===== src/sv/tpsb_pkg.sv =====
// Shared types and constants for the tree path and scope builder.
package tpsb_pkg;

  localparam int MaxDepthDef   = 32;
  localparam int MaxTreeLenDef = 256;
  localparam int LabelBitsDef  = 16;

  localparam int LabelW = 16;
  localparam int PosW   = 9;
  localparam int SlotW  = 14;
  localparam int RankW  = 8;

  typedef enum logic [1:0] {
    KIND_PATH  = 2'd0,
    KIND_MARK  = 2'd1,
    KIND_SCOPE = 2'd2,
    KIND_LEN   = 2'd3
  } kind_e;

  typedef enum logic [2:0] {
    ST_IDLE,
    ST_PATH,
    ST_MARK,
    ST_SCOPE,
    ST_LEN,
    ST_NOTE
  } state_e;

  typedef struct packed {
    kind_e              kind;
    logic [LabelW-1:0]  label;
    logic [PosW-1:0]    pos;
    logic [SlotW-1:0]   slot;
    logic [RankW-1:0]   scope_begin;
    logic [RankW-1:0]   scope_end;
    logic               ovf;
    logic               last;
  } res_t;

endpackage


===== src/sv/tree_path_and_scope_builder.sv =====
// Top level: token sequencer, stack memory and output register.
// The first result item reaches m_axis through the state register and then the output register.
// A token that causes no result leaves the sequencer ready for the next token; otherwise
// the next token waits until all results are taken, the path walk reading one stack
// entry per cycle from the memory read port while m_axis does not stall.
// Reset: rst_ni clears the stack count, counters and output valid; stack memory is not cleared.
module tree_path_and_scope_builder #(
  parameter int MAX_DEPTH    = tpsb_pkg::MaxDepthDef,
  parameter int MAX_TREE_LEN = tpsb_pkg::MaxTreeLenDef,
  parameter int LABEL_BITS   = tpsb_pkg::LabelBitsDef
) (
  input  logic        clk_i,
  input  logic        rst_ni,
  input  logic        s_axis_tvalid,
  output logic        s_axis_tready,
  input  logic [15:0] s_axis_tdata,   // [15:0] node_label
  input  logic [0:0]  s_axis_tuser,   // [0] is_backtrack
  input  logic        s_axis_tlast,   // end_of_tree
  output logic        m_axis_tvalid,
  input  logic        m_axis_tready,
  output logic [55:0] m_axis_tdata,   // label_out, token_position, path_slot,
                                      // scope_begin, scope_end, depth_overflow
  output logic [1:0]  m_axis_tuser,   // [1:0] kind
  output logic        m_axis_tlast    // last_of_run
);

  localparam int AW = $clog2(MAX_DEPTH);
  localparam int LW = (LABEL_BITS < tpsb_pkg::LabelW) ? LABEL_BITS : tpsb_pkg::LabelW;
  localparam int DW = LW + tpsb_pkg::PosW + tpsb_pkg::RankW;

  tpsb_pkg::res_t res, res_out;
  logic           res_valid, res_ready;
  logic           we;
  logic [AW-1:0]  waddr, raddr;
  logic [DW-1:0]  wdata, rdata;

  tpsb_ctrl #(
    .MaxDepth   (MAX_DEPTH),
    .MaxTreeLen (MAX_TREE_LEN),
    .LabelBits  (LABEL_BITS)
  ) u_ctrl (
    .clk_i       (clk_i),
    .rst_ni      (rst_ni),
    .in_valid_i  (s_axis_tvalid),
    .in_ready_o  (s_axis_tready),
    .in_bt_i     (s_axis_tuser[0]),
    .in_label_i  (s_axis_tdata),
    .in_end_i    (s_axis_tlast),
    .res_o       (res),
    .res_valid_o (res_valid),
    .res_ready_i (res_ready),
    .we_o        (we),
    .waddr_o     (waddr),
    .wdata_o     (wdata),
    .raddr_o     (raddr),
    .rdata_i     (rdata)
  );

  tpsb_stack_ram #(
    .Depth (MAX_DEPTH),
    .DataW (DW)
  ) u_stack_ram (
    .clk_i   (clk_i),
    .we_i    (we),
    .waddr_i (waddr),
    .wdata_i (wdata),
    .raddr_i (raddr),
    .rdata_o (rdata)
  );

  tpsb_out_reg u_out_reg (
    .clk_i   (clk_i),
    .rst_ni  (rst_ni),
    .valid_i (res_valid),
    .ready_o (res_ready),
    .res_i   (res),
    .valid_o (m_axis_tvalid),
    .ready_i (m_axis_tready),
    .res_o   (res_out)
  );

  assign m_axis_tdata = {res_out.ovf, res_out.scope_end, res_out.scope_begin,
                         res_out.slot, res_out.pos, res_out.label};
  assign m_axis_tuser = res_out.kind;
  assign m_axis_tlast = res_out.last;

endmodule


===== src/sv/tpsb_stack_ram.sv =====
// Stack memory of open nodes, one write and one registered read port.
module tpsb_stack_ram #(
  parameter int Depth = tpsb_pkg::MaxDepthDef,
  parameter int DataW = 33
) (
  input  logic                     clk_i,
  input  logic                     we_i,
  input  logic [$clog2(Depth)-1:0] waddr_i,
  input  logic [DataW-1:0]         wdata_i,
  input  logic [$clog2(Depth)-1:0] raddr_i,
  output logic [DataW-1:0]         rdata_o
);

  logic [DataW-1:0] mem [Depth];
  logic [DataW-1:0] rdata_q;

  always_ff @(posedge clk_i) begin
    if (we_i) begin
      mem[waddr_i] <= wdata_i;
    end
  end

  // same-cycle write to the read address is forwarded
  always_ff @(posedge clk_i) begin
    if (we_i && (waddr_i == raddr_i)) begin
      rdata_q <= wdata_i;
    end else begin
      rdata_q <= mem[raddr_i];
    end
  end

  assign rdata_o = rdata_q;

endmodule


===== src/sv/tpsb_ctrl.sv =====
// Token sequencer: stack bookkeeping, path walk and result generation.
module tpsb_ctrl #(
  parameter int MaxDepth   = tpsb_pkg::MaxDepthDef,
  parameter int MaxTreeLen = tpsb_pkg::MaxTreeLenDef,
  parameter int LabelBits  = tpsb_pkg::LabelBitsDef,
  localparam int AW = $clog2(MaxDepth),
  localparam int LW = (LabelBits < tpsb_pkg::LabelW) ? LabelBits : tpsb_pkg::LabelW,
  localparam int DW = LW + tpsb_pkg::PosW + tpsb_pkg::RankW
) (
  input  logic                          clk_i,
  input  logic                          rst_ni,
  input  logic                          in_valid_i,
  output logic                          in_ready_o,
  input  logic                          in_bt_i,
  input  logic [tpsb_pkg::LabelW-1:0]   in_label_i,
  input  logic                          in_end_i,
  output tpsb_pkg::res_t                res_o,
  output logic                          res_valid_o,
  input  logic                          res_ready_i,
  output logic                          we_o,
  output logic [AW-1:0]                 waddr_o,
  output logic [DW-1:0]                 wdata_o,
  output logic [AW-1:0]                 raddr_o,
  input  logic [DW-1:0]                 rdata_i
);

  localparam int CW = $clog2(MaxDepth + 1);
  localparam int TW = $clog2(MaxTreeLen + 1);

  tpsb_pkg::state_e state_q, state_d;
  logic [CW-1:0]    cnt_q, cnt_d;
  logic [TW-1:0]    tok_q, tok_d;
  logic [7:0]       rank_q, rank_d;
  logic             rank_vld_q, rank_vld_d;
  logic             pwb_q, pwb_d;
  logic [13:0]      pc_q, pc_d;
  logic [AW-1:0]    idx_q, idx_d;
  logic [CW-1:0]    len_q, len_d;
  logic             end_q, end_d;
  logic             bt_q, bt_d;
  logic             ovf_q, ovf_d;

  logic          accept, fire, is_full, push, pop, idx_last;
  logic [TW-1:0] pos_sat;
  logic [7:0]    rank_inc, cur_rank;
  logic [CW-1:0] cnt_dec;
  logic [AW-1:0] top;
  logic [13:0]   slot_next;
  logic [LW-1:0] rd_label;
  logic [8:0]    rd_pos;
  logic [7:0]    rd_rank;

  assign in_ready_o = (state_q == tpsb_pkg::ST_IDLE);
  assign accept     = in_valid_i && in_ready_o;
  assign fire       = res_valid_o && res_ready_i;

  assign pos_sat  = (tok_q == TW'(MaxTreeLen)) ? tok_q : tok_q + TW'(1);
  assign is_full  = (cnt_q == CW'(MaxDepth));
  assign push     = !in_bt_i && !is_full;
  assign pop      = in_bt_i && (cnt_q != '0);
  assign rank_inc = rank_vld_q ? ((rank_q == 8'hFF) ? rank_q : rank_q + 8'd1) : 8'd0;
  assign cur_rank = rank_vld_q ? rank_q : 8'd0;
  assign cnt_dec  = cnt_q - CW'(1);
  assign top      = cnt_dec[AW-1:0];
  assign slot_next = (pc_q == '1) ? pc_q : pc_q + 14'd1;
  assign idx_last = ((CW'(idx_q) + CW'(1)) == len_q);

  assign rd_label = rdata_i[LW-1:0];
  assign rd_pos   = rdata_i[LW+8:LW];
  assign rd_rank  = rdata_i[LW+16:LW+9];

  // next state
  always_comb begin
    state_d = state_q;
    case (state_q)
      tpsb_pkg::ST_IDLE: begin
        if (accept) begin
          if (!in_bt_i) begin
            if (in_end_i)   state_d = tpsb_pkg::ST_PATH;
            else if (!push) state_d = tpsb_pkg::ST_NOTE;
          end else if (pop && !pwb_q) begin
            state_d = tpsb_pkg::ST_PATH;
          end else if (pop) begin
            state_d = tpsb_pkg::ST_SCOPE;
          end else if (in_end_i) begin
            state_d = tpsb_pkg::ST_LEN;
          end
        end
      end
      tpsb_pkg::ST_PATH: begin
        if (fire && idx_last) state_d = bt_q ? tpsb_pkg::ST_MARK : tpsb_pkg::ST_LEN;
      end
      tpsb_pkg::ST_MARK, tpsb_pkg::ST_SCOPE: begin
        if (fire) state_d = end_q ? tpsb_pkg::ST_LEN : tpsb_pkg::ST_IDLE;
      end
      tpsb_pkg::ST_LEN, tpsb_pkg::ST_NOTE: begin
        if (fire) state_d = tpsb_pkg::ST_IDLE;
      end
      default: state_d = tpsb_pkg::ST_IDLE;
    endcase
  end

  // outputs: result, memory ports
  always_comb begin
    res_o             = '0;
    res_o.ovf         = ovf_q;
    res_valid_o       = 1'b0;
    raddr_o           = idx_q;
    we_o              = accept && push;
    waddr_o           = cnt_q[AW-1:0];
    wdata_o           = {rank_inc, 9'(pos_sat), in_label_i[LW-1:0]};
    case (state_q)
      tpsb_pkg::ST_IDLE: begin
        // first path entry, or the top entry for a later pop
        raddr_o = (pop && pwb_q) ? top : '0;
      end
      tpsb_pkg::ST_PATH: begin
        res_valid_o = 1'b1;
        res_o.kind  = tpsb_pkg::KIND_PATH;
        res_o.label = tpsb_pkg::LabelW'(rd_label);
        res_o.pos   = rd_pos;
        res_o.slot  = slot_next;
        if (fire && !idx_last) raddr_o = idx_q + AW'(1);
      end
      tpsb_pkg::ST_MARK: begin
        res_valid_o       = 1'b1;
        res_o.kind        = tpsb_pkg::KIND_MARK;
        res_o.slot        = slot_next;
        res_o.scope_begin = rd_rank;
        res_o.scope_end   = cur_rank;
        res_o.last        = !end_q;
      end
      tpsb_pkg::ST_SCOPE: begin
        res_valid_o       = 1'b1;
        res_o.kind        = tpsb_pkg::KIND_SCOPE;
        res_o.pos         = rd_pos;
        res_o.scope_begin = rd_rank;
        res_o.scope_end   = cur_rank;
        res_o.last        = !end_q;
      end
      tpsb_pkg::ST_LEN: begin
        res_valid_o     = 1'b1;
        res_o.kind      = tpsb_pkg::KIND_LEN;
        res_o.pos       = (pc_q > 14'd511) ? 9'd511 : pc_q[8:0];
        res_o.scope_end = cur_rank;
        res_o.last      = 1'b1;
      end
      tpsb_pkg::ST_NOTE: begin
        // dropped push with nothing else to report
        res_valid_o = 1'b1;
        res_o.kind  = tpsb_pkg::KIND_MARK;
        res_o.last  = 1'b1;
      end
      default: ;
    endcase
  end

  // datapath registers
  always_comb begin
    cnt_d      = cnt_q;
    tok_d      = tok_q;
    rank_d     = rank_q;
    rank_vld_d = rank_vld_q;
    pwb_d      = pwb_q;
    pc_d       = pc_q;
    idx_d      = idx_q;
    len_d      = len_q;
    end_d      = end_q;
    bt_d       = bt_q;
    ovf_d      = ovf_q;
    if (accept) begin
      tok_d = pos_sat;
      end_d = in_end_i;
      bt_d  = in_bt_i;
      ovf_d = !in_bt_i && is_full;
      if (!in_bt_i) begin
        pwb_d = 1'b0;
        idx_d = '0;
        len_d = push ? cnt_q + CW'(1) : cnt_q;
        if (push) begin
          cnt_d      = cnt_q + CW'(1);
          rank_d     = rank_inc;
          rank_vld_d = 1'b1;
        end
      end else if (pop) begin
        cnt_d = cnt_dec;
        pwb_d = 1'b1;
        len_d = cnt_q;
        idx_d = pwb_q ? top : '0;
      end
    end
    if (fire && ((state_q == tpsb_pkg::ST_PATH) || (state_q == tpsb_pkg::ST_MARK))) begin
      pc_d = slot_next;
    end
    if (fire && (state_q == tpsb_pkg::ST_PATH) && !idx_last) begin
      idx_d = idx_q + AW'(1);
    end
    if (fire && (state_q == tpsb_pkg::ST_LEN)) begin
      cnt_d      = '0;
      tok_d      = '0;
      rank_d     = '0;
      rank_vld_d = 1'b0;
      pwb_d      = 1'b0;
      pc_d       = '0;
    end
  end

  always_ff @(posedge clk_i or negedge rst_ni) begin
    if (!rst_ni) begin
      state_q    <= tpsb_pkg::ST_IDLE;
      cnt_q      <= '0;
      tok_q      <= '0;
      rank_q     <= '0;
      rank_vld_q <= 1'b0;
      pwb_q      <= 1'b0;
      pc_q       <= '0;
      idx_q      <= '0;
      len_q      <= '0;
      end_q      <= 1'b0;
      bt_q       <= 1'b0;
      ovf_q      <= 1'b0;
    end else begin
      state_q    <= state_d;
      cnt_q      <= cnt_d;
      tok_q      <= tok_d;
      rank_q     <= rank_d;
      rank_vld_q <= rank_vld_d;
      pwb_q      <= pwb_d;
      pc_q       <= pc_d;
      idx_q      <= idx_d;
      len_q      <= len_d;
      end_q      <= end_d;
      bt_q       <= bt_d;
      ovf_q      <= ovf_d;
    end
  end

  a_cnt_bound: assert property (@(posedge clk_i) disable iff (!rst_ni)
    cnt_q <= CW'(MaxDepth))
    else $error("stack count above depth");

  a_idx_in_path: assert property (@(posedge clk_i) disable iff (!rst_ni)
    (state_q == tpsb_pkg::ST_PATH) |-> (CW'(idx_q) < len_q))
    else $error("path index past path length");

  a_write_idle: assert property (@(posedge clk_i) disable iff (!rst_ni)
    we_o |-> (state_q == tpsb_pkg::ST_IDLE))
    else $error("stack write outside idle");

  a_tree_clear: assert property (@(posedge clk_i) disable iff (!rst_ni)
    (fire && (state_q == tpsb_pkg::ST_LEN)) |=> (cnt_q == '0) && (pc_q == '0) && !rank_vld_q)
    else $error("state not cleared after tree end");

endmodule


===== src/sv/tpsb_out_reg.sv =====
// Output register holding one result item toward the master side.
module tpsb_out_reg (
  input  logic           clk_i,
  input  logic           rst_ni,
  input  logic           valid_i,
  output logic           ready_o,
  input  tpsb_pkg::res_t res_i,
  output logic           valid_o,
  input  logic           ready_i,
  output tpsb_pkg::res_t res_o
);

  logic           valid_q, valid_d;
  tpsb_pkg::res_t res_q;

  assign ready_o = !valid_q || ready_i;
  assign valid_d = ready_o ? valid_i : valid_q;

  always_ff @(posedge clk_i or negedge rst_ni) begin
    if (!rst_ni) begin
      valid_q <= 1'b0;
    end else begin
      valid_q <= valid_d;
    end
  end

  always_ff @(posedge clk_i) begin
    if (ready_o && valid_i) begin
      res_q <= res_i;
    end
  end

  assign valid_o = valid_q;
  assign res_o   = res_q;

endmodule

===== config.mk =====
export PLATFORM = sky130hd
export DESIGN_NAME = tree_path_and_scope_builder
export DESIGN_NICKNAME = d
export VERILOG_FILES = /design/src/sv/tpsb_pkg.sv /design/src/sv/tree_path_and_scope_builder.sv /design/src/sv/tpsb_stack_ram.sv /design/src/sv/tpsb_ctrl.sv /design/src/sv/tpsb_out_reg.sv
export SDC_FILE = /design/constraint.sdc
export NUM_CORES = 1
export LEC_CHECK = 0
export BUFFER_PORTS_ARGS = -buffer_cell sky130_fd_sc_hd__buf_4
export CAP_MARGIN = 20
export CORE_MARGIN = 1
export CORE_UTILIZATION = 45
export DETAILED_ROUTE_END_ITERATION = 8
export PLACE_DENSITY = 0.69
export SETUP_SLACK_MARGIN = 0.05
export SLEW_MARGIN = 20
export SYNTH_ARGS = -nofsm -noshare
export SYNTH_HDL_FRONTEND = slang
export SYNTH_SLANG_ARGS = --single-unit

===== constraint.sdc =====
create_clock -name clk_i -period 11.5 [get_ports clk_i]
set_clock_uncertainty 0.2 [all_clocks]
set_input_delay 1.725 -clock clk_i [delete_from_list [all_inputs] [get_ports clk_i]]
set_output_delay 1.725 -clock clk_i [all_outputs]
set_load 0.01 [all_outputs]

==> After elaboration in Yosys (flattened, before gate mapping) <==
Memory sizes are Yosys's and may differ from the RTL's. A register that Yosys moved wholly into a read port is not among the register bits.
Index checks and enable logic that the tools add are counted.
{ "op_classes": {"n_mux": 55, "shifts": 0, "addsub": 7, "n_mul": 0, "n_reduce_logical": 41, "n_eq_ne": 20, "n_lt_le_gt_ge": 1, "bitwise_logic": 0, "n_div": 0} }
{ "ops": {"columns": ["cell", "n"], "rows": [
  ["8-bit two-way mux", 6],
  ["14-bit two-way mux", 3],
  ["6-bit two-way mux", 7],
  ["3-bit two-way mux", 12],
  ["9-bit two-way mux", 4],
  ["5-bit two-way mux", 7],
  ["9-bit case mux with 2 select lines", 1],
  ["14-bit by 1-bit adder with 14-bit output (second input constant)", 1],
  ["14-bit == test (second input constant)", 1],
  ["14-bit by 9-bit greater-than comparator with 1-bit output (second input constant)", 1],
  ["1-bit logical AND", 14],
  ["3-bit case mux with 4 select lines", 1],
  ["1-bit two-way mux", 11],
  ["2-bit by 1-bit != test with 1-bit output (second input constant)", 5],
  ["5-bit case mux with 2 select lines", 1],
  ["2-bit OR reduction", 5],
  ["9-bit by 1-bit adder with 9-bit output (second input constant)", 1],
  ["9-bit == test (second input constant)", 1],
  ["8-bit by 1-bit adder with 8-bit output (second input constant)", 1],
  ["8-bit == test (second input constant)", 1],
  ["2-bit AND reduction", 4],
  ["2-bit nonzero test", 4],
  ["5-bit by 1-bit adder with 6-bit output (second input constant)", 1],
  ["6-bit by 1-bit adder with 6-bit output (second input constant)", 1],
  ["other kinds (21)", 30]
]} }
{ "totals": {"latch_bits": 0, "input_bits": 22, "elab_cells": 146, "n_memories": 1, "ram_bits": 1056, "ff_bits": 116, "romBits": 0} }
{ "memory_table": {"columns": ["name", "depth", "width", "read_ports", "rd_clocked_by_memory_dff", "write_ports", "line_no", "text"], "rows": [
  ["u_stack_ram.mem", 32, 33, 1, 1, 1, "tpsb_stack_ram.sv:14", "logic [DataW-1:0] mem [Depth];"]
]} }

==> Logic depth before layout (Yosys ltp) <==
Gate-level depths: netlist (run 1).
{ "depth": {"depth_word": 8, "ltp_mapped": 10, "ltp_nobuf": 8} }

==> By module <==
A second synthesis (run 1) with hierarchy kept.
{ "unflattened": {"hier_cells": 2957, "area_unflattened_um2": 47692.0} }
{ "modules_own_cells": {"columns": ["module", "area_each_um2", "instances", "cells_per_inst", "seq_area_each_um2"], "rows": [
  ["tpsb_stack_ram", 41253.3, 1, 2304, 31810.5],
  ["tpsb_ctrl", 4613.2, 1, 590, 1401.3],
  ["tpsb_out_reg", 1825.5, 1, 63, 1796.7]
]} }

==> Worst setup path after synthesis (run 1) <==
No wires, ideal clock.
{ "synth_path": {"path_kind": "in2reg", "from": "input port s_axis_tvalid", "to": "memory u_stack_ram.mem[0][0], enable pin", "required_ns": 10.794, "n_path_buf": 2, "stages": 4, "setup_slack_ns": 5.138, "arrival_time_ns": 5.657, "cell_sequence": "or4b_1 > clkbuf_1 > clkbuf_1 > nor4_1"} }
{ "synth_via": {"elab_chain_cells": 4} }
{ "synth_rtl": {"columns": ["element", "line_no", "text"], "rows": [
  ["start: declaration", "tree_path_and_scope_builder.sv:14", "input logic s_axis_tvalid,"],
  ["1-bit logical AND", "tpsb_ctrl.sv:54", "assign accept = in_valid_i && in_ready_o;"],
  ["1-bit logical AND", "tpsb_ctrl.sv:109", "we_o = accept && push;"],
  ["1-bit two-way mux", "tpsb_stack_ram.sv:18", "if (we_i) begin"],
  ["1-bit two-way mux (implied by the code)", "tpsb_stack_ram.sv:19", "mem[waddr_i] <= wdata_i;"],
  ["end: declaration", "tpsb_stack_ram.sv:14", null]
]} }
No other way between the ends.

==> Final worst setup path (run 1) <==
{ "layout_path": {"from": "input port s_axis_tvalid", "to": "memory u_stack_ram.mem[2][4], enable pin"} }
The elaborated chain is that of the path after synthesis.

==> key figures, run 1 <==
STA
  • Worst slew pin tran: 1.14 ns
  • Fin crit share: 0.435
  • Slew headroom: 0.242
  • RSZ-0062 raised after global routing: false
  • Fin crit period: 5.01 ns
  • Final setup violation count: 0
  • Setup TNS: 0 ns
  • Slew Limit Fails: 0
  • Max Freq: 0.200 GHz
  • Final hold vios: 0

CTS
  • Clock buffer count from CTS: 116
  • H-tree depth: 3
  • Post-CTS setup buffers: 0
  • Gates resized, CTS repair: 0
  • Clock buffer depth: 3
  • Clk slew on worst S/H paths: 0.06 ns
  • Hold-fix buffers at CTS: 0
  • CTS sink count: 1177
  • CTS tree: done
  • Worst skew pair latency: 0.70 ns
  • Root buffer cell: clkbuf_16

Worst hold path
  • Hold_sp: u_ctrl.ovf_q$_DFFE_PN0P_
  • Hold Crit Class: flip-flop to flip-flop

Outcome
  • Outcome: complete, no violations

Detailed routing
  • Vias after detailed routing: 21.8k
  • DR vias/cell: 5.84
  • Total wire length: 100000 um
  • Detail Route Antenna Nets: 0
  • DR iter-0 viols: 2265
  • First-pass DRT Iterations: 6
  • Post-DR wirelength/cell: 26.9 um
  • Residual DRC count: 0

Floorplanning
  • Die X: 322 um
  • Core area: 101000 um2
  • Number of core rows: 116
  • Die H: 322 um
  • Die area: 104000 um2
  • Initial Utilization: 0.457
  • Top-level port count: 83

Pwr
  • Pwr dens: 218 nW/um2
  • Leak Pwr: 15.9 nW
  • Total power draw: 11.4 mW
  • Peak supply drop: 0.000160 V

Worst setup path
  • Crit path top cell by count: buf_4
  • WS Path Type: primary input to flip-flop
  • Startpoint Class: primary input
  • Crit-path cells: buf_4 -> or4b_1 -> a211oi_2 -> nand2_2 -> nor2_4 -> buf_4
  • CP peak stage delay: 0.98 ns
  • WP data arrival: 5.16 ns
  • CP max FO: 18
  • CP Capture Type: flip-flop
  • RR Startpoint: u_ctrl.state_q[2]$_DFFE_PN0P_
  • Required @ worst endpoint: 11.66 ns
  • Slowest CP cell: a211oi_2
  • Crit path from: s_axis_tvalid

Synth
  • Simple-gate portion of the synthesized area: 0.0293
  • Dominant synthesized flop cell: edfxtp_1
  • Main combinational cell family by area after synthesis: multiplexers
  • Synthesized flop and latch total: 1177
  • Synth cell count leaders: edfxtp_1 (1115), mux4_2 (330), nor2_1 (121), clkbuf_1 (60), dfrtp_1 (57)
  • Compound-cell area share of the yosys netlist: 0.0185
  • Ys Warns: 0
  • Post-synth top area share: 0.727
  • Total nets after synthesis: 2172
  • Mux contribution to synthesized area: 0.169
  • Register area share after synthesis: 0.760
  • Post-synth EDFFs: 1115
  • Syn Inst Count: 2141
  • Post-Synthesis Cell Area: 46100 um2
  • Top-count cell post-synth: edfxtp_1
  • Dominant cell type by area after synthesis: edfxtp_1
  • Ys async rst share: 0.0484
  • Post-synthesis area per instance: 21.5 um2
  • Post-Synth XOR/XNOR Area: 0.00704
  • Adder-Cell Fraction of Synth Area: 0.00245
  • Netlist cell types: 67
  • Synth area leaders: edfxtp_1 (73%), mux4_2 (16%), dfrtp_1 (3.1%)

Global route
  • Grt met3 use: 0.0287
  • Met2 Use GR: 0.321
  • Largest net degree at the start of global routing: 127
  • Gr usage total: 0.197
  • Met1 Use GR: 0.274
  • GRT busiest layer: met2
  • Vias in the first global route: 22.4k
  • First-pass GRT wire length: 149000 um
  • Initial antenna violation count: 0
  • Grt total ovfl: 0

Placement
  • GP Congestion: 0.886
  • Port bufs: 82
  • Post-DP HPWL: 56400 um

Final layout
  • Antenna Cells: 0
  • Synth-to-layout area growth: 13.8%
  • # nets final: 2315
  • Share of layout cells above drive strength 1: 0.292
  • Filler instances: 7710

Run
  • Max Cap Violations: 0
[logic make-up (layout without fill, tap and decap cells)]
family                   after synthesis  after routing
AO/OA/AOI/OAI                        135            135
multiplexers                         367            367
adder cells (fa/ha/maj)                9              9
flip-flops                          1177           1177
buffers and inverters                130            367
AND/OR/NAND/NOR                      286            286
XOR/XNOR                              37             37
[layout by cell type (no fill, tap or decap), types with 10 or more instances in the layout]
| master | netlist | layout |
|---|---|---|
| mux2i_1 | 35 | 34 |
| nor2_4 | 0 | 31 |
| mux4_2 | 330 | 330 |
| nor2_1 | 121 | 90 |
| o21ai_0 | 44 | 43 |
| clkbuf_16 | 0 | 117 |
| clkinv_2 | 0 | 24 |
| dfrtp_1 | 57 | 57 |
| inv_1 | 17 | 16 |
| xor2_1 | 16 | 14 |
| edfxtp_1 | 1115 | 1115 |
| clkbuf_1 | 60 | 21 |
| a21oi_1 | 22 | 22 |
| and2_1 | 11 | 10 |
| o21ai_1 | 11 | 12 |
| xnor2_1 | 21 | 17 |
| nand3_1 | 36 | 36 |
| nand2_1 | 56 | 56 |
| clkinv_1 | 0 | 28 |
| buf_4 | 3 | 130 |
[power by group]
group,internal (mW),total [mW],switching [mW]
clock network,2.07,3.64,1.57
registers,5.07,5.33,0.252
logic,1.05,2.46,1.41
[critical path: cells and delay by family]
kind | cells | cell delay, ns
AND/OR/NAND/NOR | 3 | 1.92
buffers and inverters | 2 | 0.50
AO/OA/AOI/OAI | 1 | 0.98
[registers in the layout (all words and copies together), names as in the netlist, 3 cells and up, named ones only]
register,flops
u_out_reg.res_o,59
u_ctrl.state_q,3
u_ctrl.cnt_q,6
u_ctrl.tok_q,9
u_stack_ram.mem,1056
u_ctrl.pc_q,14
u_ctrl.len_q,6
u_ctrl.idx_q,5
u_ctrl.rank_q,8
[per-stage QoR]
step	hold WS (ns)	std cells	area, um2	utilization	setup WS (ns)
after floorplan	0.225	2141	46100	-	5.14
after global placement	0.245	3518	48600	0.482	5.90
after detailed placement	0.249	3522	48700	0.484	5.81
after CTS	0.263	3734	52400	0.520	6.54
after global routing	0.287	3735	52400	0.520	6.35
final	0.257	3735	52400	0.520	6.49
[per-layer routing]
metal / part of all wire / wire, um
met5: 0 / 0
met2: 0.50 / 49700
met3: 0.063 / 6320
met1: 0.41 / 41100
met4: 0.032 / 3240
[layout make-up]
cell class              instances  area, um2  share of cell area
clock buffers                 139       3020              0.0576
clock inverters                73        652              0.0124
inverters                      19       72.6             0.00138
multi-input cells             834      10800               0.206
flip-flops and latches       1177      35000               0.668
well taps                    1357       1700              0.0324
repair buffers                136       1130              0.0216
[final timing paths]
kind	endpoint	slack, ns	depth (start not counted)
max	u_stack_ram.mem[2][4]$_DFFE_PP_	6.49	6
min	u_out_reg.res_o[1]$_DFFE_PP_	0.26	0
max reg2reg	u_stack_ram.mem[2][4]$_DFFE_PP_	6.99	5
min reg2reg	u_out_reg.res_o[1]$_DFFE_PP_	0.26	0
max in group asynchronous	u_ctrl.rank_q[4]$_DFFE_PN0P_	9.63	1
min in group asynchronous	u_ctrl.pc_q[13]$_DFFE_PN0P_	0.93	1
Power figures use the tool's default switching activity.
==> inputs of run 2 (changes only) <==
--- a/config.mk
+++ b/config.mk
@@ -5,6 +5,7 @@
 export SDC_FILE = /design/constraint.sdc
 export NUM_CORES = 1
 export LEC_CHECK = 0
+export ABC_AREA = 1
 export BUFFER_PORTS_ARGS = -buffer_cell sky130_fd_sc_hd__buf_4
 export CAP_MARGIN = 20
 export CORE_MARGIN = 1
==> constraint.sdc (replaced) <==
create_clock -name clk_i -period 4.93 [get_ports clk_i]
set_clock_uncertainty 0.2 [all_clocks]
set_input_delay 0.7395 -clock clk_i [delete_from_list [all_inputs] [get_ports clk_i]]
set_output_delay 0.7395 -clock clk_i [all_outputs]
set_load 0.01 [all_outputs]
==> key figures, run 2 <==
Outcome
  • Outcome: complete, no violations

Floorplanning
  • Die area: 109000 um2 (+4.8%)
  • Die X: 330 um (+2.4%)
  • Die H: 330 um (+2.4%)
  • Core area: 106000 um2 (+5.1%)
  • Number of core rows: 119 (+2.6%)
  • Initial Utilization: 0.456 (-0.00119)
  • Top-level port count: 83 (unchanged)

Pwr
  • Power share of the combinational group: 0.294 (+0.078)
  • Pwr dens: 542 nW/um2 (+150%)
  • Sw frac: 0.353 (+0.0703)
  • Switching power: 10.3 mW (+220%)
  • Leak Pwr: 19.5 nW (+23%)
  • Part of the power in the clock network: 0.279 (-0.040)
  • Internal power: 18.9 mW (+130%)
  • Sequential share of power: 0.427 (-0.039)
  • Peak supply drop: 0.000451 V (+180%)

Synth
  • Post-Synthesis Cell Area: 48300 um2 (+4.8%)
  • Synthesized flop and latch total: 1177 (unchanged)
  • Dominant cell type by area after synthesis: edfxtp_1
  • Syn Inst Count: 4115 (+92%)
  • Post-synthesis area per instance: 11.7 um2 (-45%)
  • Ys async rst share: 0.0484 (unchanged)
  • Total nets after synthesis: 4146 (+91%)
  • Dominant synthesized flop cell: edfxtp_1
  • Synth area leaders: edfxtp_1 (69%), nand2_1 (8.8%), nand3_1 (5.4%)
  • Synth cell count leaders: nand2_1 (1129), edfxtp_1 (1115), nand3_1 (524), nor2_1 (371), o21ai_0 (209)
  • Post-synth top area share: 0.694 (-0.0335)
  • Ys Warns: 0 (unchanged)
  • Netlist cell types: 40 (-40%)
  • Register area share after synthesis: 0.725 (-0.0350)
  • Top-count cell post-synth: nand2_1
  • Post-synth EDFFs: 1115 (unchanged)

Detailed routing
  • Total wire length: 124000 um (+24%)
  • First-pass DRT Iterations: 6 (unchanged)
  • Detail Route Antenna Nets: 0 (unchanged)
  • Post-DR wirelength/cell: 22.0 um (-18%)
  • DR vias/cell: 5.61 (-3.9%)
  • DR iter-0 viols: 3761 (+66%)
  • Residual DRC count: 0 (unchanged)
  • Vias after detailed routing: 31.7k (+45%)

STA
  • Slew Limit Fails: 0 (unchanged)
  • Final setup violation count: 0 (unchanged)
  • Worst slew pin tran: 1.11 ns (-0.0296 ns)
  • Max Freq: 0.267 GHz
  • Final worst slack: 1.18 ns (-5.31 ns)
  • Fin crit period: 3.75 ns
  • Final hold vios: 0 (unchanged)
  • RSZ-0062 raised after global routing: false
  • Setup TNS: 0 ns (unchanged)
  • Slew headroom: 0.258 (+0.0151)
  • Fin crit share: 0.761

Run
  • Max Cap Violations: 0 (unchanged)

Final layout
  • Filler instances: 8803 (+14%)
  • Largest Register: u_stack_ram.mem
  • Synth-to-layout area growth: 11.9%
  • Share of layout cells above drive strength 1: 0.0931 (-0.199)
  • Multi-input logic area: 11800 um2 (+9.6%)
  • Max reg flops: 1056 (unchanged)
  • Most common cell after layout, fill and taps aside: nand2_1
  • Most frequent cells in the layout: nand2_1 (1129), edfxtp_1 (1115), nand3_1 (524)
  • # nets final: 4190 (+81%)
  • Flip-flop and latch area: 35000 um2 (about the same)

Placement
  • Port bufs: 82 (unchanged)
  • GP Congestion: 0.840 (-5.2%)
  • Post-DP HPWL: 69800 um (+24%)
  • Placement Setup Slack: 1.24 ns (-4.57 ns)

Worst hold path
  • Hold Path Depth: 3 (+3)
  • Hold Path End: u_ctrl.cnt_q[4]$_DFFE_PN0P_
  • Hold_sp: s_axis_tuser
  • Hold Crit Class: primary input to flip-flop

Worst setup path
  • RR Startpoint: u_ctrl.cnt_q[0]$_DFFE_PN0P_
  • Reg-to-Reg End: u_stack_ram.mem[22][18]$_DFFE_PP_
  • WS Path Type: flip-flop to flip-flop
  • CP max FO: 21 (+3)
  • CP Capture Type: flip-flop
  • Required @ worst endpoint: 5.09 ns (-6.57 ns)
  • CP peak stage delay: 0.79 ns (-0.19 ns)
  • Crit-path leading delay family: simple AND/OR/NAND/NOR gates
  • Crit-path cells: inv_1 -> ha_1 -> inv_1 -> nor2_2 -> nand3_1 -> nand2_2 -> nor2_2 -> nand2_1 -> nor2_4 -> buf_4
  • WP data arrival: 3.91 ns (-1.25 ns)
  • Startpoint Class: flip-flop
  • Worst Path Buf+Inv: 3 (+1)
  • Reg2reg path depth: 10 (+5)
  • Slowest CP cell: nor2_4
  • Reg2Reg Setup Slack: 1.18 ns (-5.81 ns)

Global route
  • First-pass GRT wire length: 188000 um (+26%)
  • Initial antenna violation count: 3 (+3)
  • Largest net degree at the start of global routing: 137 (+7.9%)
  • Vias in the first global route: 30.3k (+36%)
  • Gr usage total: 0.229 (+0.0319)
  • Grt total ovfl: 0 (unchanged)

CTS
  • CTS sink count: 1177 (unchanged)
  • CTS tree: done
  • Clock buffer depth: 3 (unchanged)
  • Root buffer cell: clkbuf_16
  • Worst skew pair latency: 0.70 ns (about the same)
  • Gates resized, CTS repair: 0 (unchanged)
  • Clock buffer count from CTS: 112 (-3.4%)
  • Post-CTS setup buffers: 0 (unchanged)
  • H-tree depth: 3 (unchanged)
  • Clk slew on worst S/H paths: 0.07 ns (about the same)
  • Hold-fix buffers at CTS: 1 (+1)
run 2: cells by family (layout without fill, tap and decap cells):
group           Yosys count  after routing  share of synthesized area
simple gates           2063           2063                      0.176
flops                  1177           1177                      0.725
compound gates          490            490                     0.0558
buf+inv                 351            491                     0.0358
xor+xnor                 25             25                    0.00454
fa+ha+maj                 9              9                    0.00233
other cells               0              1                          0
run 2: power by group through the flow:
stage / clock network [mW] / logic (mW) / registers, mW
final: 8.17 / 8.60 / 12.5
after global routing: 8.62 / 9.49 / 12.6
after global placement: 0 / 8.41 / 12.7
after detailed placement: 0 / 8.55 / 12.7
after CTS: 8.26 / 8.60 / 12.5
after floorplan: 0 / 5.56 / 12.6
run 2: layout make-up:
| cell class | instances | share of cell area |
|---|---|---|
| well taps | 1391 | 0.0322 |
| clock buffers | 152 | 0.0566 |
| flip-flops and latches | 1177 | 0.648 |
| clock inverters | 58 | 0.00769 |
| inverters | 112 | 0.00838 |
| multi-input cells | 2587 | 0.219 |
| diodes | 1 | 0.0000463 |
| repair buffers | 169 | 0.0276 |
run 2: metal layers:
layer  vias up  track usage  routed length, um
li1      14600            -                  -
met1     15500        0.322              51700
met2      1460        0.365              58500
met3       214       0.0359              10500
met4         0       0.0738               3400
met5         -            0                  0
run 2: through the flow:
step	std cells	hold WS, ns	total power, mW	cell area [um2]	util
floorplan	4115	0.225	18.2	48300	-
global placement	5434	0.287	21.1	50500	0.477
detailed placement	5434	0.291	21.2	50500	0.477
CTS	5645	0.148	29.4	54000	0.510
global route	5647	0.185	30.7	54000	0.510
finish	5647	0.195	29.3	54000	0.510
run 2: worst reg2reg max path, delay by kind of cell, from the launching register on:
kind / cells / cell delay (ns)
buffers and inverters: 3 / 0.62
AND/OR/NAND/NOR: 6 / 1.83
flip-flops: 1 / 0.49
adder cells (fa/ha/maj): 1 / 0.28
run 2: how the worst max path moves through the flow:
| stage | start | endpoint | slack [ns] | depth (start not counted) |
|---|---|---|---|---|
| global placement | u_ctrl.cnt_q[0]$_DFFE_PN0P_ | u_stack_ram.mem[22][22]$_DFFE_PP_ | 1.32 | 10 |
| detailed placement | u_ctrl.cnt_q[0]$_DFFE_PN0P_ | u_stack_ram.mem[22][19]$_DFFE_PP_ | 1.24 | 10 |
| floorplan | s_axis_tuser | u_stack_ram.mem[0][0]$_DFFE_PP_ | 1.36 | 7 |
| finish | u_ctrl.cnt_q[0]$_DFFE_PN0P_ | u_stack_ram.mem[22][18]$_DFFE_PP_ | 1.18 | 10 |
| global route | u_ctrl.cnt_q[0]$_DFFE_PN0P_ | u_stack_ram.mem[22][27]$_DFFE_PP_ | 0.90 | 10 |
| CTS | u_ctrl.cnt_q[0]$_DFFE_PN0P_ | u_stack_ram.mem[22][18]$_DFFE_PP_ | 1.19 | 10 |
